--- config.mk ---
export PLATFORM = sky130hd
export DESIGN_NAME = infix_expression_evaluator_top
export DESIGN_NICKNAME = d
export VERILOG_FILES = /design/src/rtl/iee_pkg.sv /design/src/rtl/infix_expression_evaluator_top.sv /design/src/rtl/iee_alu.sv
export SDC_FILE = /design/constraint.sdc
export NUM_CORES = 1
export LEC_CHECK = 0
export ABC_AREA = 1
export BUFFER_PORTS_ARGS = -buffer_cell sky130_fd_sc_hd__buf_4
export CELL_PAD_IN_SITES_DETAIL_PLACEMENT = 1
export CELL_PAD_IN_SITES_GLOBAL_PLACEMENT = 2
export CORE_UTILIZATION = 45
export DETAILED_ROUTE_END_ITERATION = 10
export PLACE_DENSITY_LB_ADDON = 0.1
export SLEW_MARGIN = 30
export SYNTH_ARGS = -nofsm -noshare
export SYNTH_HDL_FRONTEND = slang
export SYNTH_SLANG_ARGS = --single-unit
--- constraint.sdc ---
create_clock -name clk -period 11.8 [get_ports clk]
set_input_delay 1.18 -clock clk [delete_from_list [all_inputs] [get_ports clk]]
set_output_delay 1.18 -clock clk [all_outputs]
set_load 0.005 [all_outputs]
--- src/rtl/iee_pkg.sv ---
// Shared types and codes for the infix expression evaluator.
package iee_pkg;

  // Token kinds on the input channel
  typedef enum logic [1:0] {
    MODE_VALUE = 2'd0,
    MODE_OPER  = 2'd1,
    MODE_END   = 2'd2
  } mode_e;

  // Operator codes, also the operator stack entry format
  typedef enum logic [2:0] {
    OP_OPEN  = 3'd0,
    OP_CLOSE = 3'd1,
    OP_ADD   = 3'd2,
    OP_SUB   = 3'd3,
    OP_MUL   = 3'd4,
    OP_DIV   = 3'd5
  } op_e;

  // Result status codes
  localparam logic [2:0] STATUS_OK    = 3'd0;
  localparam logic [2:0] STATUS_DIV0  = 3'd1;
  localparam logic [2:0] STATUS_PAREN = 3'd2;
  localparam logic [2:0] STATUS_LEFT  = 3'd3;
  localparam logic [2:0] STATUS_STACK = 3'd4;

  // Sticky error flag bit positions
  localparam int FLG_DIV0  = 0;
  localparam int FLG_PAREN = 1;
  localparam int FLG_LEFT  = 2;
  localparam int FLG_STACK = 3;

  // Controller sequencer states
  typedef enum logic [3:0] {
    CS_IDLE,
    CS_OP_RD,
    CS_OP_CHK,
    CS_POP_B,
    CS_POP_A,
    CS_CALC,
    CS_WAIT,
    CS_RES_RD,
    CS_RES
  } ctl_state_t;

  // Arithmetic unit states
  typedef enum logic [2:0] {
    AS_IDLE,
    AS_MUL,
    AS_DIV,
    AS_FIX,
    AS_DONE
  } alu_state_t;

  // Controller to arithmetic unit
  typedef struct packed {
    logic start;
    op_e  op;
  } alu_req_t;

  // Arithmetic unit to controller
  typedef struct packed {
    logic done;
    logic div0;
  } alu_rsp_t;

endpackage

--- src/rtl/infix_expression_evaluator_top.sv ---
// Infix expression evaluator: token sequencer, value and operator stacks, shared ALU.
// Tokens arrive one per transfer; a value token or an open parenthesis is
// pushed as it arrives. Any other operator scans the operator stack, each
// look reading the top entry and then checking it (only the read once the
// stack is empty), and every reduction it triggers pops two values and then
// runs the shared arithmetic unit: add and subtract are done directly, and
// multiply and divide work one bit per cycle, divide with a final sign fix.
// An end token reduces everything left the same way, then pops the result
// and loads the output register; the result waits there while new tokens
// are taken, and a second end token stalls until it has gone. The input is
// not ready while a token is being worked on.
module infix_expression_evaluator_top import iee_pkg::*; #(
  parameter int VALUE_DEPTH    = 16,
  parameter int OPERATOR_DEPTH = 16,
  parameter int DATA_WIDTH     = 32
) (
  input  logic               clk,
  input  logic               rst_n,
  input  logic               in_valid,
  output logic               in_ready,
  input  logic [1:0]         in_mode,
  input  logic signed [31:0] in_token_value,
  input  logic [2:0]         in_operator_code,
  output logic               out_valid,
  input  logic               out_ready,
  output logic signed [31:0] out_result_value,
  output logic [2:0]         out_status
);

  localparam int VA_W = $clog2(VALUE_DEPTH);
  localparam int VC_W = $clog2(VALUE_DEPTH + 1);
  localparam int OA_W = $clog2(OPERATOR_DEPTH);
  localparam int OC_W = $clog2(OPERATOR_DEPTH + 1);
  localparam logic [VC_W-1:0] VFULL = VC_W'(VALUE_DEPTH);
  localparam logic [OC_W-1:0] OFULL = OC_W'(OPERATOR_DEPTH);

  ctl_state_t            state_r, state_nxt;
  logic [VC_W-1:0]       vcnt_r, vcnt_nxt, vcnt_m1;
  logic [OC_W-1:0]       ocnt_r, ocnt_nxt, ocnt_m1;
  logic [3:0]            flags_r, flags_nxt;
  logic                  end_r, end_nxt;
  op_e                   tok_op_r, tok_op_nxt;
  op_e                   alu_op_r, alu_op_nxt;
  logic                  b_ok_r, b_ok_nxt;
  logic                  a_ok_r, a_ok_nxt;
  logic [DATA_WIDTH-1:0] b_r, b_nxt;
  logic                  out_valid_r, out_valid_nxt;
  logic [31:0]           out_result_r, out_result_nxt;
  logic [2:0]            out_status_r, out_status_nxt;

  // Stack memories
  logic [DATA_WIDTH-1:0] vmem [VALUE_DEPTH];
  op_e                   omem [OPERATOR_DEPTH];
  logic                  v_we, v_re, o_we, o_re;
  logic [VA_W-1:0]       v_waddr, v_raddr;
  logic [OA_W-1:0]       o_waddr, o_raddr;
  logic [DATA_WIDTH-1:0] v_wdata, v_rd_r;
  op_e                   o_wdata, o_rd_r;

  // Token decode and misc
  logic                  scan_start;
  logic                  reduce;
  logic                  out_load;
  logic signed [63:0]    tok64;
  logic [DATA_WIDTH-1:0] tok_ext;
  logic [63:0]           res64;

  alu_req_t              alu_req;
  alu_rsp_t              alu_rsp;
  logic [DATA_WIDTH-1:0] alu_a, alu_b, alu_result;

  assign vcnt_m1 = vcnt_r - 1'b1;
  assign ocnt_m1 = ocnt_r - 1'b1;
  assign tok64   = 64'(in_token_value);
  assign tok_ext = tok64[DATA_WIDTH-1:0];
  assign res64   = 64'(v_rd_r);

  // Tokens that need an operator stack scan
  always_comb begin
    scan_start = 1'b0;
    if (in_mode == MODE_END) begin
      scan_start = 1'b1;
    end else if (in_mode == MODE_OPER) begin
      case (in_operator_code) inside
        OP_CLOSE, OP_ADD, OP_SUB, OP_MUL, OP_DIV: scan_start = 1'b1;
        default:                                  scan_start = 1'b0;
      endcase
    end
  end

  // Whether the operator on top must be reduced before this token goes on
  always_comb begin
    if (end_r) begin
      reduce = 1'b1;
    end else begin
      case (tok_op_r) inside
        OP_ADD, OP_SUB: reduce = (o_rd_r >= OP_ADD);
        OP_MUL, OP_DIV: reduce = (o_rd_r >= OP_MUL);
        OP_CLOSE:       reduce = (o_rd_r != OP_OPEN);
        default:        reduce = 1'b0;
      endcase
    end
  end

  assign out_load = (state_r == CS_RES) && (!out_valid_r || out_ready);

  // Next state
  always_comb begin
    state_nxt = state_r;
    unique case (state_r)
      CS_IDLE:   if (in_valid && scan_start) state_nxt = CS_OP_RD;
      CS_OP_RD: begin
        if (ocnt_r != '0)  state_nxt = CS_OP_CHK;
        else if (end_r)    state_nxt = CS_RES_RD;
        else               state_nxt = CS_IDLE;
      end
      CS_OP_CHK: begin
        if (!reduce)                 state_nxt = CS_IDLE;
        else if (o_rd_r == OP_OPEN)  state_nxt = CS_OP_RD;
        else                         state_nxt = CS_POP_B;
      end
      CS_POP_B:  state_nxt = CS_POP_A;
      CS_POP_A:  state_nxt = CS_CALC;
      CS_CALC:   state_nxt = CS_WAIT;
      CS_WAIT:   if (alu_rsp.done) state_nxt = CS_OP_RD;
      CS_RES_RD: state_nxt = CS_RES;
      CS_RES:    if (out_load) state_nxt = CS_IDLE;
      default:   state_nxt = CS_IDLE;
    endcase
  end

  // Outputs and datapath
  always_comb begin
    logic                  push_v;
    logic [DATA_WIDTH-1:0] push_vdata;
    logic                  push_o;
    op_e                   push_odata;
    logic [3:0]            flags_fin;

    push_v         = 1'b0;
    push_vdata     = '0;
    push_o         = 1'b0;
    push_odata     = tok_op_r;
    flags_fin      = flags_r;
    v_we           = 1'b0;
    v_waddr        = vcnt_r[VA_W-1:0];
    v_wdata        = '0;
    v_re           = 1'b0;
    v_raddr        = vcnt_m1[VA_W-1:0];
    o_we           = 1'b0;
    o_waddr        = ocnt_r[OA_W-1:0];
    o_wdata        = tok_op_r;
    o_re           = 1'b0;
    o_raddr        = ocnt_m1[OA_W-1:0];
    vcnt_nxt       = vcnt_r;
    ocnt_nxt       = ocnt_r;
    flags_nxt      = flags_r;
    end_nxt        = end_r;
    tok_op_nxt     = tok_op_r;
    alu_op_nxt     = alu_op_r;
    b_ok_nxt       = b_ok_r;
    a_ok_nxt       = a_ok_r;
    b_nxt          = b_r;
    out_result_nxt = out_result_r;
    out_status_nxt = out_status_r;
    alu_req.start  = 1'b0;
    alu_req.op     = alu_op_r;
    alu_a          = a_ok_r ? v_rd_r : '0;
    alu_b          = b_r;
    in_ready       = (state_r == CS_IDLE);

    unique case (state_r)
      CS_IDLE: begin
        if (in_valid) begin
          end_nxt    = (in_mode == MODE_END);
          tok_op_nxt = op_e'(in_operator_code);
          if (in_mode == MODE_VALUE) begin
            push_v     = 1'b1;
            push_vdata = tok_ext;
          end else if (in_mode == MODE_OPER && in_operator_code == OP_OPEN) begin
            push_o     = 1'b1;
            push_odata = OP_OPEN;
          end
        end
      end
      CS_OP_RD: begin
        if (ocnt_r != '0) begin
          o_re = 1'b1;
        end else if (!end_r) begin
          // Empty operator stack finishes the token
          if (tok_op_r == OP_CLOSE) flags_nxt[FLG_PAREN] = 1'b1;
          else                      push_o = 1'b1;
        end
      end
      CS_OP_CHK: begin
        if (reduce) begin
          ocnt_nxt = ocnt_m1;
          if (o_rd_r == OP_OPEN) flags_nxt[FLG_PAREN] = 1'b1;
          else                   alu_op_nxt = o_rd_r;
        end else if (tok_op_r == OP_CLOSE) begin
          ocnt_nxt = ocnt_m1;
        end else begin
          push_o = 1'b1;
        end
      end
      CS_POP_B: begin
        // Right operand; an empty stack reads as zero
        if (vcnt_r != '0) begin
          v_re     = 1'b1;
          vcnt_nxt = vcnt_m1;
          b_ok_nxt = 1'b1;
        end else begin
          flags_nxt[FLG_STACK] = 1'b1;
          b_ok_nxt             = 1'b0;
        end
      end
      CS_POP_A: begin
        b_nxt = b_ok_r ? v_rd_r : '0;
        if (vcnt_r != '0) begin
          v_re     = 1'b1;
          vcnt_nxt = vcnt_m1;
          a_ok_nxt = 1'b1;
        end else begin
          flags_nxt[FLG_STACK] = 1'b1;
          a_ok_nxt             = 1'b0;
        end
      end
      CS_CALC: alu_req.start = 1'b1;
      CS_WAIT: begin
        if (alu_rsp.done) begin
          push_v     = 1'b1;
          push_vdata = alu_result;
          if (alu_rsp.div0) flags_nxt[FLG_DIV0] = 1'b1;
        end
      end
      CS_RES_RD: begin
        if (vcnt_r != '0) begin
          v_re     = 1'b1;
          vcnt_nxt = vcnt_m1;
          a_ok_nxt = 1'b1;
        end else begin
          flags_nxt[FLG_STACK] = 1'b1;
          a_ok_nxt             = 1'b0;
        end
      end
      CS_RES: begin
        if (out_load) begin
          flags_fin = flags_r;
          if (vcnt_r != '0) flags_fin[FLG_LEFT] = 1'b1;
          out_result_nxt = a_ok_r ? res64[31:0] : 32'd0;
          if (flags_fin[FLG_DIV0])       out_status_nxt = STATUS_DIV0;
          else if (flags_fin[FLG_PAREN]) out_status_nxt = STATUS_PAREN;
          else if (flags_fin[FLG_LEFT])  out_status_nxt = STATUS_LEFT;
          else if (flags_fin[FLG_STACK]) out_status_nxt = STATUS_STACK;
          else                           out_status_nxt = STATUS_OK;
          vcnt_nxt  = '0;
          ocnt_nxt  = '0;
          flags_nxt = '0;
        end
      end
      default: ;
    endcase

    // Value push with overflow check
    if (push_v) begin
      if (vcnt_r >= VFULL) begin
        flags_nxt[FLG_STACK] = 1'b1;
      end else begin
        v_we     = 1'b1;
        v_wdata  = push_vdata;
        vcnt_nxt = vcnt_r + 1'b1;
      end
    end

    // Operator push with overflow check
    if (push_o) begin
      if (ocnt_r >= OFULL) begin
        flags_nxt[FLG_STACK] = 1'b1;
      end else begin
        o_we     = 1'b1;
        o_wdata  = push_odata;
        ocnt_nxt = ocnt_r + 1'b1;
      end
    end
  end

  // Output register handshake
  always_comb begin
    if (out_load)       out_valid_nxt = 1'b1;
    else if (out_ready) out_valid_nxt = 1'b0;
    else                out_valid_nxt = out_valid_r;
  end

  // Value stack memory
  always_ff @(posedge clk) begin
    if (v_we) vmem[v_waddr] <= v_wdata;
    if (v_re) v_rd_r <= vmem[v_raddr];
  end

  // Operator stack memory
  always_ff @(posedge clk) begin
    if (o_we) omem[o_waddr] <= o_wdata;
    if (o_re) o_rd_r <= omem[o_raddr];
  end

  // Control registers
  always_ff @(posedge clk) begin
    if (!rst_n) begin
      state_r     <= CS_IDLE;
      vcnt_r      <= '0;
      ocnt_r      <= '0;
      flags_r     <= '0;
      out_valid_r <= 1'b0;
    end else begin
      state_r     <= state_nxt;
      vcnt_r      <= vcnt_nxt;
      ocnt_r      <= ocnt_nxt;
      flags_r     <= flags_nxt;
      out_valid_r <= out_valid_nxt;
    end
  end

  // Token and operand registers
  always_ff @(posedge clk) begin
    end_r        <= end_nxt;
    tok_op_r     <= tok_op_nxt;
    alu_op_r     <= alu_op_nxt;
    b_ok_r       <= b_ok_nxt;
    a_ok_r       <= a_ok_nxt;
    b_r          <= b_nxt;
    out_result_r <= out_result_nxt;
    out_status_r <= out_status_nxt;
  end

  iee_alu #(
    .DATA_WIDTH (DATA_WIDTH)
  ) u_alu (
    .clk    (clk),
    .rst_n  (rst_n),
    .req    (alu_req),
    .a_i    (alu_a),
    .b_i    (alu_b),
    .rsp    (alu_rsp),
    .result (alu_result)
  );

  assign out_valid        = out_valid_r;
  assign out_result_value = out_result_r;
  assign out_status       = out_status_r;

`ifndef SYNTHESIS
  // Stack counts never pass their depth
  a_vcnt_range: assert property (@(posedge clk) disable iff (!rst_n)
    vcnt_r <= VFULL)
    else $error("value count beyond depth");

  a_ocnt_range: assert property (@(posedge clk) disable iff (!rst_n)
    ocnt_r <= OFULL)
    else $error("operator count beyond depth");

  // A new result only comes from the result state
  a_out_src: assert property (@(posedge clk) disable iff (!rst_n)
    $rose(out_valid_r) |-> $past(state_r) == CS_RES)
    else $error("result loaded outside result state");

  // Emitting a result leaves both stacks and the flags empty
  a_clear: assert property (@(posedge clk) disable iff (!rst_n)
    out_load |=> (vcnt_r == '0) && (ocnt_r == '0) && (flags_r == '0))
    else $error("stacks not cleared after result");
`endif

endmodule

--- src/rtl/iee_alu.sv ---
// Shared iterative arithmetic unit: add, subtract, shift-add multiply, restoring divide.
module iee_alu import iee_pkg::*; #(
  parameter int DATA_WIDTH = 32
) (
  input  logic                  clk,
  input  logic                  rst_n,
  input  alu_req_t              req,
  input  logic [DATA_WIDTH-1:0] a_i,
  input  logic [DATA_WIDTH-1:0] b_i,
  output alu_rsp_t              rsp,
  output logic [DATA_WIDTH-1:0] result
);

  localparam int CNT_W = $clog2(DATA_WIDTH);
  localparam logic [CNT_W-1:0] CNT_LAST = CNT_W'(DATA_WIDTH - 1);

  alu_state_t            state_r, state_nxt;
  logic [DATA_WIDTH-1:0] acc_r, acc_nxt;
  logic [DATA_WIDTH-1:0] opa_r, opa_nxt;
  logic [DATA_WIDTH-1:0] opb_r, opb_nxt;
  logic [DATA_WIDTH-1:0] res_r, res_nxt;
  logic [CNT_W-1:0]      cnt_r, cnt_nxt;
  logic                  neg_r, neg_nxt;
  logic                  div0_r, div0_nxt;

  logic [DATA_WIDTH-1:0] mag_a, mag_b;
  logic [DATA_WIDTH-1:0] mul_sum;
  logic [DATA_WIDTH:0]   rem_sh, rem_sub;
  logic                  div_ge;
  logic [DATA_WIDTH-1:0] rem_new;
  logic                  last_step;

  // Operand magnitudes for the signed divide
  assign mag_a = a_i[DATA_WIDTH-1] ? (~a_i + 1'b1) : a_i;
  assign mag_b = b_i[DATA_WIDTH-1] ? (~b_i + 1'b1) : b_i;

  // One multiply step: add the shifted multiplicand when the multiplier bit is set
  assign mul_sum = acc_r + (opb_r[0] ? opa_r : '0);

  // One restoring divide step: remainder in acc_r, dividend/quotient in opa_r
  assign rem_sh  = {acc_r, opa_r[DATA_WIDTH-1]};
  assign rem_sub = rem_sh - {1'b0, opb_r};
  assign div_ge  = (rem_sh >= {1'b0, opb_r});
  assign rem_new = div_ge ? rem_sub[DATA_WIDTH-1:0] : rem_sh[DATA_WIDTH-1:0];

  assign last_step = (cnt_r == CNT_LAST);

  // Next state
  always_comb begin
    state_nxt = state_r;
    unique case (state_r)
      AS_IDLE: begin
        if (req.start) begin
          case (req.op)
            OP_MUL:  state_nxt = AS_MUL;
            OP_DIV:  state_nxt = (mag_b == '0) ? AS_DONE : AS_DIV;
            default: state_nxt = AS_DONE;
          endcase
        end
      end
      AS_MUL:  if (last_step) state_nxt = AS_DONE;
      AS_DIV:  if (last_step) state_nxt = AS_FIX;
      AS_FIX:  state_nxt = AS_DONE;
      AS_DONE: state_nxt = AS_IDLE;
      default: state_nxt = AS_IDLE;
    endcase
  end

  // Datapath updates
  always_comb begin
    acc_nxt  = acc_r;
    opa_nxt  = opa_r;
    opb_nxt  = opb_r;
    res_nxt  = res_r;
    cnt_nxt  = cnt_r;
    neg_nxt  = neg_r;
    div0_nxt = div0_r;
    unique case (state_r)
      AS_IDLE: begin
        if (req.start) begin
          div0_nxt = 1'b0;
          cnt_nxt  = '0;
          acc_nxt  = '0;
          case (req.op)
            OP_ADD: res_nxt = a_i + b_i;
            OP_SUB: res_nxt = a_i - b_i;
            OP_MUL: begin
              opa_nxt = a_i;
              opb_nxt = b_i;
            end
            OP_DIV: begin
              opa_nxt = mag_a;
              opb_nxt = mag_b;
              neg_nxt = a_i[DATA_WIDTH-1] ^ b_i[DATA_WIDTH-1];
              if (mag_b == '0) begin
                res_nxt  = '0;
                div0_nxt = 1'b1;
              end
            end
            default: res_nxt = '0;
          endcase
        end
      end
      AS_MUL: begin
        acc_nxt = mul_sum;
        opa_nxt = {opa_r[DATA_WIDTH-2:0], 1'b0};
        opb_nxt = {1'b0, opb_r[DATA_WIDTH-1:1]};
        cnt_nxt = cnt_r + 1'b1;
        if (last_step) res_nxt = mul_sum;
      end
      AS_DIV: begin
        acc_nxt = rem_new;
        opa_nxt = {opa_r[DATA_WIDTH-2:0], div_ge};
        cnt_nxt = cnt_r + 1'b1;
      end
      // Apply the quotient sign; the most negative over -1 wraps to itself
      AS_FIX:  res_nxt = neg_r ? (~opa_r + 1'b1) : opa_r;
      AS_DONE: ;
      default: ;
    endcase
  end

  always_ff @(posedge clk) begin
    if (!rst_n) begin
      state_r <= AS_IDLE;
      div0_r  <= 1'b0;
    end else begin
      state_r <= state_nxt;
      div0_r  <= div0_nxt;
    end
  end

  always_ff @(posedge clk) begin
    acc_r <= acc_nxt;
    opa_r <= opa_nxt;
    opb_r <= opb_nxt;
    res_r <= res_nxt;
    cnt_r <= cnt_nxt;
    neg_r <= neg_nxt;
  end

  // Outputs
  always_comb begin
    rsp.done = (state_r == AS_DONE);
    rsp.div0 = div0_r;
    result   = res_r;
  end

`ifndef SYNTHESIS
  // A request is only issued while the unit is free
  a_start_idle: assert property (@(posedge clk) disable iff (!rst_n)
    req.start |-> state_r == AS_IDLE)
    else $error("alu started while busy");

  // Completion is a single-cycle pulse
  a_done_pulse: assert property (@(posedge clk) disable iff (!rst_n)
    rsp.done |=> !rsp.done)
    else $error("alu done held");
`endif

endmodule

==> results of run 1 <==
==> flip-flops by register name, indices dropped and copies added (netlist names), 4 cells and up <==
register          count
u_alu.cnt_r           5
vmem                512
u_alu.result         32
u_alu.opb_r          32
v_rd_r               32
out_result_value     32
u_alu.acc_r          32
state_r               4
u_alu.opa_r          32
omem                 48
ocnt_r                5
alu_b                32
vcnt_r                5
==> cell type report <==
type                    count  area, um^2  area share
inverters                 425        1610      0.0336
clock inverters            58         571      0.0119
repair buffers            132         998      0.0209
clock buffers             110        2440      0.0511
multi-input cells        2933       16000       0.335
well taps                1254        1570      0.0328
flip-flops and latches    827       24600       0.515
==> stage by stage <==
step | total power (uW) | std cells | utilization | cell area (um^2) | hold WS, ps
floorplan | 6400 | 4371 | - | 42700 | 418
global placement | 7780 | 5570 | 0.477 | 44700 | 450
detailed placement | 7850 | 5571 | 0.478 | 44700 | 445
CTS | 10800 | 5739 | 0.510 | 47700 | 460
global route | 11300 | 5739 | 0.511 | 47800 | 475
finish | 10800 | 5739 | 0.511 | 47800 | 456
==> kinds of logic (layout without fill, tap and decap cells) <==
group,after synthesis,after routing,share of synthesized area
AOI/OAI and AO/OA,1036,1036,0.142
buffers and inverters,611,725,0.0553
DFF,827,827,0.577
muxes,83,83,0.0195
and+or+nand+nor,1627,1627,0.158
xor gates and xnor gates,75,75,0.0154
adders and majority gates,112,112,0.0334
==> placed cells by master, fill, tap and decap left out, types with 41 or more instances in the layout <==
cell       synthesis  layout
edfxtp_1         805     805
buf_4              5     130
xor2_1            57      56
o211ai_1          41      41
o221ai_1          63      63
nor3_1            62      58
nand3_1          156     156
o22ai_1           65      65
ha_1             109     108
nor2_1           640     605
nand2_1          666     665
a21oi_1          235     223
mux2i_1           83      83
inv_1            413     410
clkbuf_16          0      94
o21ai_0          454     453
==> routing by layer <==
layer / GRT usage / routed length, um / vias up
met2: 0.525 / 72700 / 988
met4: 0.132 / 6320 / 0
met3: 0.0336 / 7820 / 250
met5: 0 / 0 / -
li1: - / - / 15500
met1: 0.418 / 65000 / 16900
==> path summary, 6_finish.rpt <==
kind / start / end / slack (ps) / cells past startpoint
max reg2reg: vcnt_r[0]$_SDFF_PN0_ / v_rd_r[27]$_DFFE_PP_ / 7350 / 8
min reg2reg: o_rd_r[0]$_DFFE_PP_ / alu_op_r[0]$_DFFE_PP_ / 460 / 0
max: vcnt_r[0]$_SDFF_PN0_ / v_rd_r[27]$_DFFE_PP_ / 7350 / 8
min: o_rd_r[0]$_DFFE_PP_ / alu_op_r[0]$_DFFE_PP_ / 460 / 0
==> where the power goes <==
part           internal [uW]  leakage, uW  total (uW)  switching [uW]
registers               3670      0.00780        3920             249
clock network           1660      0.00148        2890            1240
logic                   1100      0.00900        3960            2860
total                   6430       0.0183       10800            4350
==> synth_stat cells (4+ instances only) <==
cell / instances
o21a_1: 10
buf_2: 22
or2_2: 8
a221oi_1: 5
o21ai_1: 17
o21bai_1: 14
nand3_1: 156
nand3b_1: 7
buf_1: 15
o22ai_1: 65
a211oi_1: 5
nand2_1: 666
nor2_1: 640
o21ai_0: 454
nor2_4: 10
nor4_1: 6
nor3_1: 62
inv_2: 7
a21boi_0: 5
o211ai_1: 41
edfxtp_1: 805
clkbuf_1: 142
mux2i_1: 83
xnor2_1: 18
a21oi_1: 235
nand3_2: 4
dfxtp_1: 22
a31oi_1: 37
ha_1: 109
nor2_2: 11
xor2_1: 57
o32ai_1: 35
nand2_2: 7
nor3_2: 7
a21o_1: 13
a22oi_1: 23
o221ai_1: 63
inv_1: 413
nand4_1: 31
o31ai_1: 5
buf_4: 5
clkinv_1: 4
==> worst max-delay path, cell delays in order, from the launching register on <==
cell and delay, ps:
dfxtp_4 950, inv_6 440, ha_4 330, xnor2_2 110, buf_4 480, clkinv_1 860, buf_4 550, o21ai_0 270
o21ai_0 110
==> results by group, run 1 <==
CTS
  – Clk buf depth: 3
  – Reg clk slew, reported paths: 60 ps
  – # hold bufs at CTS: 0
  – Worst-skew pair later-pin latency: 690 ps
  – Clk sinks: 827
  – Post-CTS sizing: 0
  – Htree depth: 3
  – Post-CTS Setup Repair Bufs: 0
  – Cts bufs inserted: 92
  – Root buffer cell: clkbuf_16
  – CTS tree: built

Synth
  – Post-synth top flop: edfxtp_1
  – EDFF count, synth: 805
  – Dominant cell type by area after synthesis: edfxtp_1
  – Synth Net Count: 4,524
  – Synth top area share: 0.566
  – Post-synth cell types: 60
  – Top post-synthesis cells by area: edfxtp_1 57%, nand2_1 5.9%, nor2_1 5.6%
  – Syn Std Cell Area: 0.0427 mm^2
  – Post-Syn Area per Cell: 9.77 um^2
  – Yosys reg bits: 827
  – Async S/R FF share, synth: 0
  – Yosys Warn Count: 0
  – Sequential area share after synthesis: 0.577
  – Syn Inst Count: 4,371

Die
  – FP Rows: 112
  – Initial Utilization: 0.456
  – Core region area: 0.0936 mm^2
  – Ports: 78
  – Die area: 0.0961 mm^2
  – Die width: 310 um
  – DIE HEIGHT: 310 um

STA
  – Setup TNS: 0 ps
  – Max_slew headroom: 0.255
  – Worst setup margin: 7350 ps
  – Measured slew at the worst slew-check pin: 1110 ps
  – Post-Route Skew: 35.6 ps
  – Setup violations, final: 0
  – Fin crit share: 0.377
  – Max Slew Vio Count: 0
  – RSZ-0062 raised after global routing: no
  – Min Tclk post-route: 4450 ps
  – Final hold violation count: 0
  – Achievable clock frequency: 225 MHz

Global routing
  – Global-route wire length before repair: 221,000 um
  – Vias in the first global route: 33,600
  – Initial antenna violation count: 3
  – Global Route Usage Sum: 0.315
  – Global route total overflow: 0
  – Largest net degree at the start of global routing: 90

Setup path
  – Max FO, Critical Path: 75
  – CP Capture Type: register
  – CP startpoint kind: register
  – Worst Path Required: 12,220 ps
  – Crit path kind: reg2reg
  – Crit path DAT: 4860 ps

Power and ir drop
  – Leakage Power: 0.0183 uW
  – Worst VDD drop: 0.171 mV
  – Power Density: 225 mW/mm^2

Hold path
  – HP Class: reg2reg

Routing
  – First-pass detailed-route iteration total: 5
  – DRC viols: 0
  – DRT iter0 DRCs: 2,842
  – Via count: 33,700
  – Final WL: 152,000 um
  – Vias/cell: 5.87
  – Routed len/inst: 26.5 um
  – Post-DRT Antenna Nets: 0

Finish
  – Layout cell share with drive strength beyond 1: 0.0883
  – # nets final: 4,564
  – Area growth from synthesis to layout: 12.0%
  – Filler cells: 10,400
  – ANT cells: 0

Placement
  – Routability-driven placement congestion ratio: 0.979
  – Dpl ws: 7080 ps
  – Port Buffers: 77
  – Post-detail-place hpwl: 109,000 um

Outcome
  – Status: finished clean

Job
  – MaxCap Viol Count: 0
Note: power is estimated with default switching activity, not from simulation.
==> inputs of run 2 (changes only) <==
Settings changed: CORE_UTILIZATION 45 to 42.
Clock period 11.8 ns to 4.4 ns, I/O delays scaled along.
==> run 2 against run 1 <==
Global-route usage is 1.4 points lower. Fmax increased by 8.8%. Highest routed layer is now met5. Register-to-register slack got worse by 7000 ps. Sequential power rose to 2.7 times the previous value. Non-clock buffer count grew 48. Worst hold slack got worse by 370 ps.
==> results by group, run 2 (synthesis gave the netlist of run 1 again) <==
Power and ir drop
  – Pwr Total: 29,700 uW (+180%)
  – Int Pwr: 17,800 uW (+180%)
  – Seq pwr share: 0.352 (-0.012)
  – Leakage Power: 0.0186 uW (+1.9%)
  – Power Density: 610 mW/mm^2 (+170%)
  – Switch Pwr: 11,900 uW (+170%)
  – Net Sw Frac: 0.400 (-0.00387)
  – Clock share of power: 0.276 (+0.007)
  – Comb pwr share: 0.372 (+0.004)
  – Worst VDD drop: 0.517 mV (+200%)

CTS
  – Worst-skew pair later-pin latency: 690 ps (about the same)
  – Htree depth: 3 (unchanged)
  – Clk buf depth: 3 (unchanged)
  – Cts bufs inserted: 93 (+1.1%)
  – Clk sinks: 827 (unchanged)
  – Reg clk slew, reported paths: 60 ps (about the same)
  – CTS tree: built
  – Root buffer cell: clkbuf_16
  – Post-CTS Setup Repair Bufs: 0 (unchanged)

Global routing
  – Global Route Usage Sum: 0.300 (-0.0142)
  – Global-route wire length before repair: 227,000 um (+2.7%)
  – Global route total overflow: 0 (unchanged)
  – Initial antenna violation count: 8 (+5)
  – Vias in the first global route: 33,800 (+0.62%)
  – Largest net degree at the start of global routing: 138 (+53%)

Setup path
  – Max FO, Critical Path: 7 (-91%)
  – CP startpoint kind: register
  – Slack of the worst reg-to-reg path: 320 ps (-7040 ps)
  – RR Startpoint: alu_b[0]$_SDFFCE_PN0P_
  – R2r endpoint: u_alu.result[15]$_DFFE_PP_
  – CP Capture Type: register
  – Worst Path Required: 4810 ps (-7410 ps)
  – Crit path kind: reg2reg
  – Crit path DAT: 4500 ps (-360 ps)
  – Worst reg-to-reg path cell count: 18 (+10)

STA
  – Min Tclk post-route: 4080 ps (-361 ps)
  – Post-Route Skew: 42.3 ps (+6.73 ps)
  – RSZ-0062 raised after global routing: no
  – Setup TNS: 0 ps (unchanged)
  – Achievable clock frequency: 245 MHz (+8.8%)
  – Setup violations, final: 0 (unchanged)
  – Final hold violation count: 0 (unchanged)
  – Fin crit share: 0.928 (+0.552)
  – Max_slew headroom: 0.310 (+0.0551)
  – Max Slew Vio Count: 0 (unchanged)
  – Measured slew at the worst slew-check pin: 1030 ps (-74.8 ps)

Die
  – Core region area: 0.100 mm^2 (+7.3%)
  – Initial Utilization: 0.425 (-0.0310)
  – Die width: 321 um (+3.5%)
  – Die area: 0.103 mm^2 (+7.1%)
  – DIE HEIGHT: 321 um (+3.5%)
  – Ports: 78 (unchanged)
  – FP Rows: 116 (+3.6%)

Hold path
  – HP Class: in2reg
  – Hold path endpoint: out_valid$_SDFFE_PN0P_
  – WHS Path Cells: 4 (+4)
  – Min-delay src: out_ready

Finish
  – Largest Register: vmem
  – Largest regs: vmem: 512 flops, omem: 48 flops
  – Commonest non-fill, non-tap cell in the layout: edfxtp_1
  – Largest register FFs: 512 (unchanged)
  – ANT cells: 0 (unchanged)
  – Most frequent cells in the layout: 805 x edfxtp_1, 665 x nand2_1, 616 x nor2_1, 453 x o21ai_0, 410 x inv_1
  – # nets final: 4,613 (+1.1%)
  – Layout cell share with drive strength beyond 1: 0.0950 (+0.00674)
  – Area growth from synthesis to layout: 14.0%

Routing
  – Final WL: 156,000 um (+2.7%)
  – Via count: 33,600 (-0.28%)
  – DRC viols: 0 (unchanged)
  – DRT iter0 DRCs: 2,875 (+1.2%)
  – Post-DRT Antenna Nets: 0 (unchanged)
  – First-pass detailed-route iteration total: 5 (unchanged)
  – Routed len/inst: 26.5 um (about the same)
  – Vias/cell: 5.70 (-2.9%)

Placement
  – Post-detail-place hpwl: 111,000 um (+2.2%)
  – Port Buffers: 77 (unchanged)
  – Routability-driven placement congestion ratio: 0.975 (-0.36%)

Outcome
  – Status: finished clean

Job
  – MaxCap Viol Count: 0 (unchanged)
-- run 2: cell type report --
type / count / area (um^2)
clock buffers: 109 / 2410
clock inverters: 61 / 793
fillers: 11200 / 51800
inverters: 425 / 1610
multi-input cells: 2933 / 16000
flip-flops and latches: 827 / 24600
well taps: 1357 / 1700
repair buffers: 180 / 1550
-- run 2: how the worst max path moves through the flow --
stage	end	cells after the start	from	slack, ps
4_1_cts	u_alu.result[15]$_DFFE_PP_	18	alu_b[0]$_SDFFCE_PN0P_	230
6_report	u_alu.result[15]$_DFFE_PP_	18	alu_b[0]$_SDFFCE_PN0P_	320
3_3_place_gp	u_alu.result[15]$_DFFE_PP_	18	alu_b[0]$_SDFFCE_PN0P_	310
5_1_grt	u_alu.result[15]$_DFFE_PP_	18	alu_b[3]$_SDFFCE_PN0P_	90
2_1_floorplan	vmem[8][0]$_DFFE_PP_	8	vcnt_r[0]$_SDFF_PN0_	90
3_5_place_dp	u_alu.result[15]$_DFFE_PP_	18	alu_b[0]$_SDFFCE_PN0P_	250
-- run 2: metrics by stage --
step / std cells / area [um^2] / setup WS [ps] / hold slack [ps] / utilization
floorplan: 4371 / 42700 / 93.2 / 418 / -
global placement: 5719 / 45400 / 309 / 456 / 0.452
detailed placement: 5719 / 45400 / 251 / 440 / 0.452
CTS: 5892 / 48600 / 231 / 61.2 / 0.484
global route: 5892 / 48700 / 93.4 / 90.9 / 0.485
finish: 5892 / 48700 / 315 / 90.1 / 0.485
-- run 2: power groups by stage --
stage	sequential (uW)	clock, uW	combinational, uW
4_1_cts	10400	8310	11000
2_1_floorplan	10300	0	6890
5_1_grt	10500	8560	12000
3_3_place_gp	10600	0	10800
6_report	10500	8180	11000
3_5_place_dp	10600	0	10900
-- run 2: what timing repair did --
item	in CTS	in global routing
resized for setup	0	1
setup endpoints to repair	0	1
hold buffers	3	0
endpoints found under the hold margin	3	0
-- run 2: metal layers --
layer  global-route usage  share of wire
met3               0.0340          0.049
met5                    0        0.00018
met4               0.0928          0.033
met1                0.413           0.44
met2                0.498           0.47
-- run 2: worst max-delay path, stage by stage (launching register included) --
cell and delay [ps]:
edfxtp_1 430, inv_1 180, ha_2 310, nand2_1 230, inv_1 190, nand2_1 160
nand2_1 110, nand2_1 80, nand2_1 70, o21ai_0 170, ha_1 440, a21o_1 230
a31oi_1 270, o21ai_0 210, inv_1 90, nand2_1 130, or2_2 300, nand3_1 130
o211ai_1 120
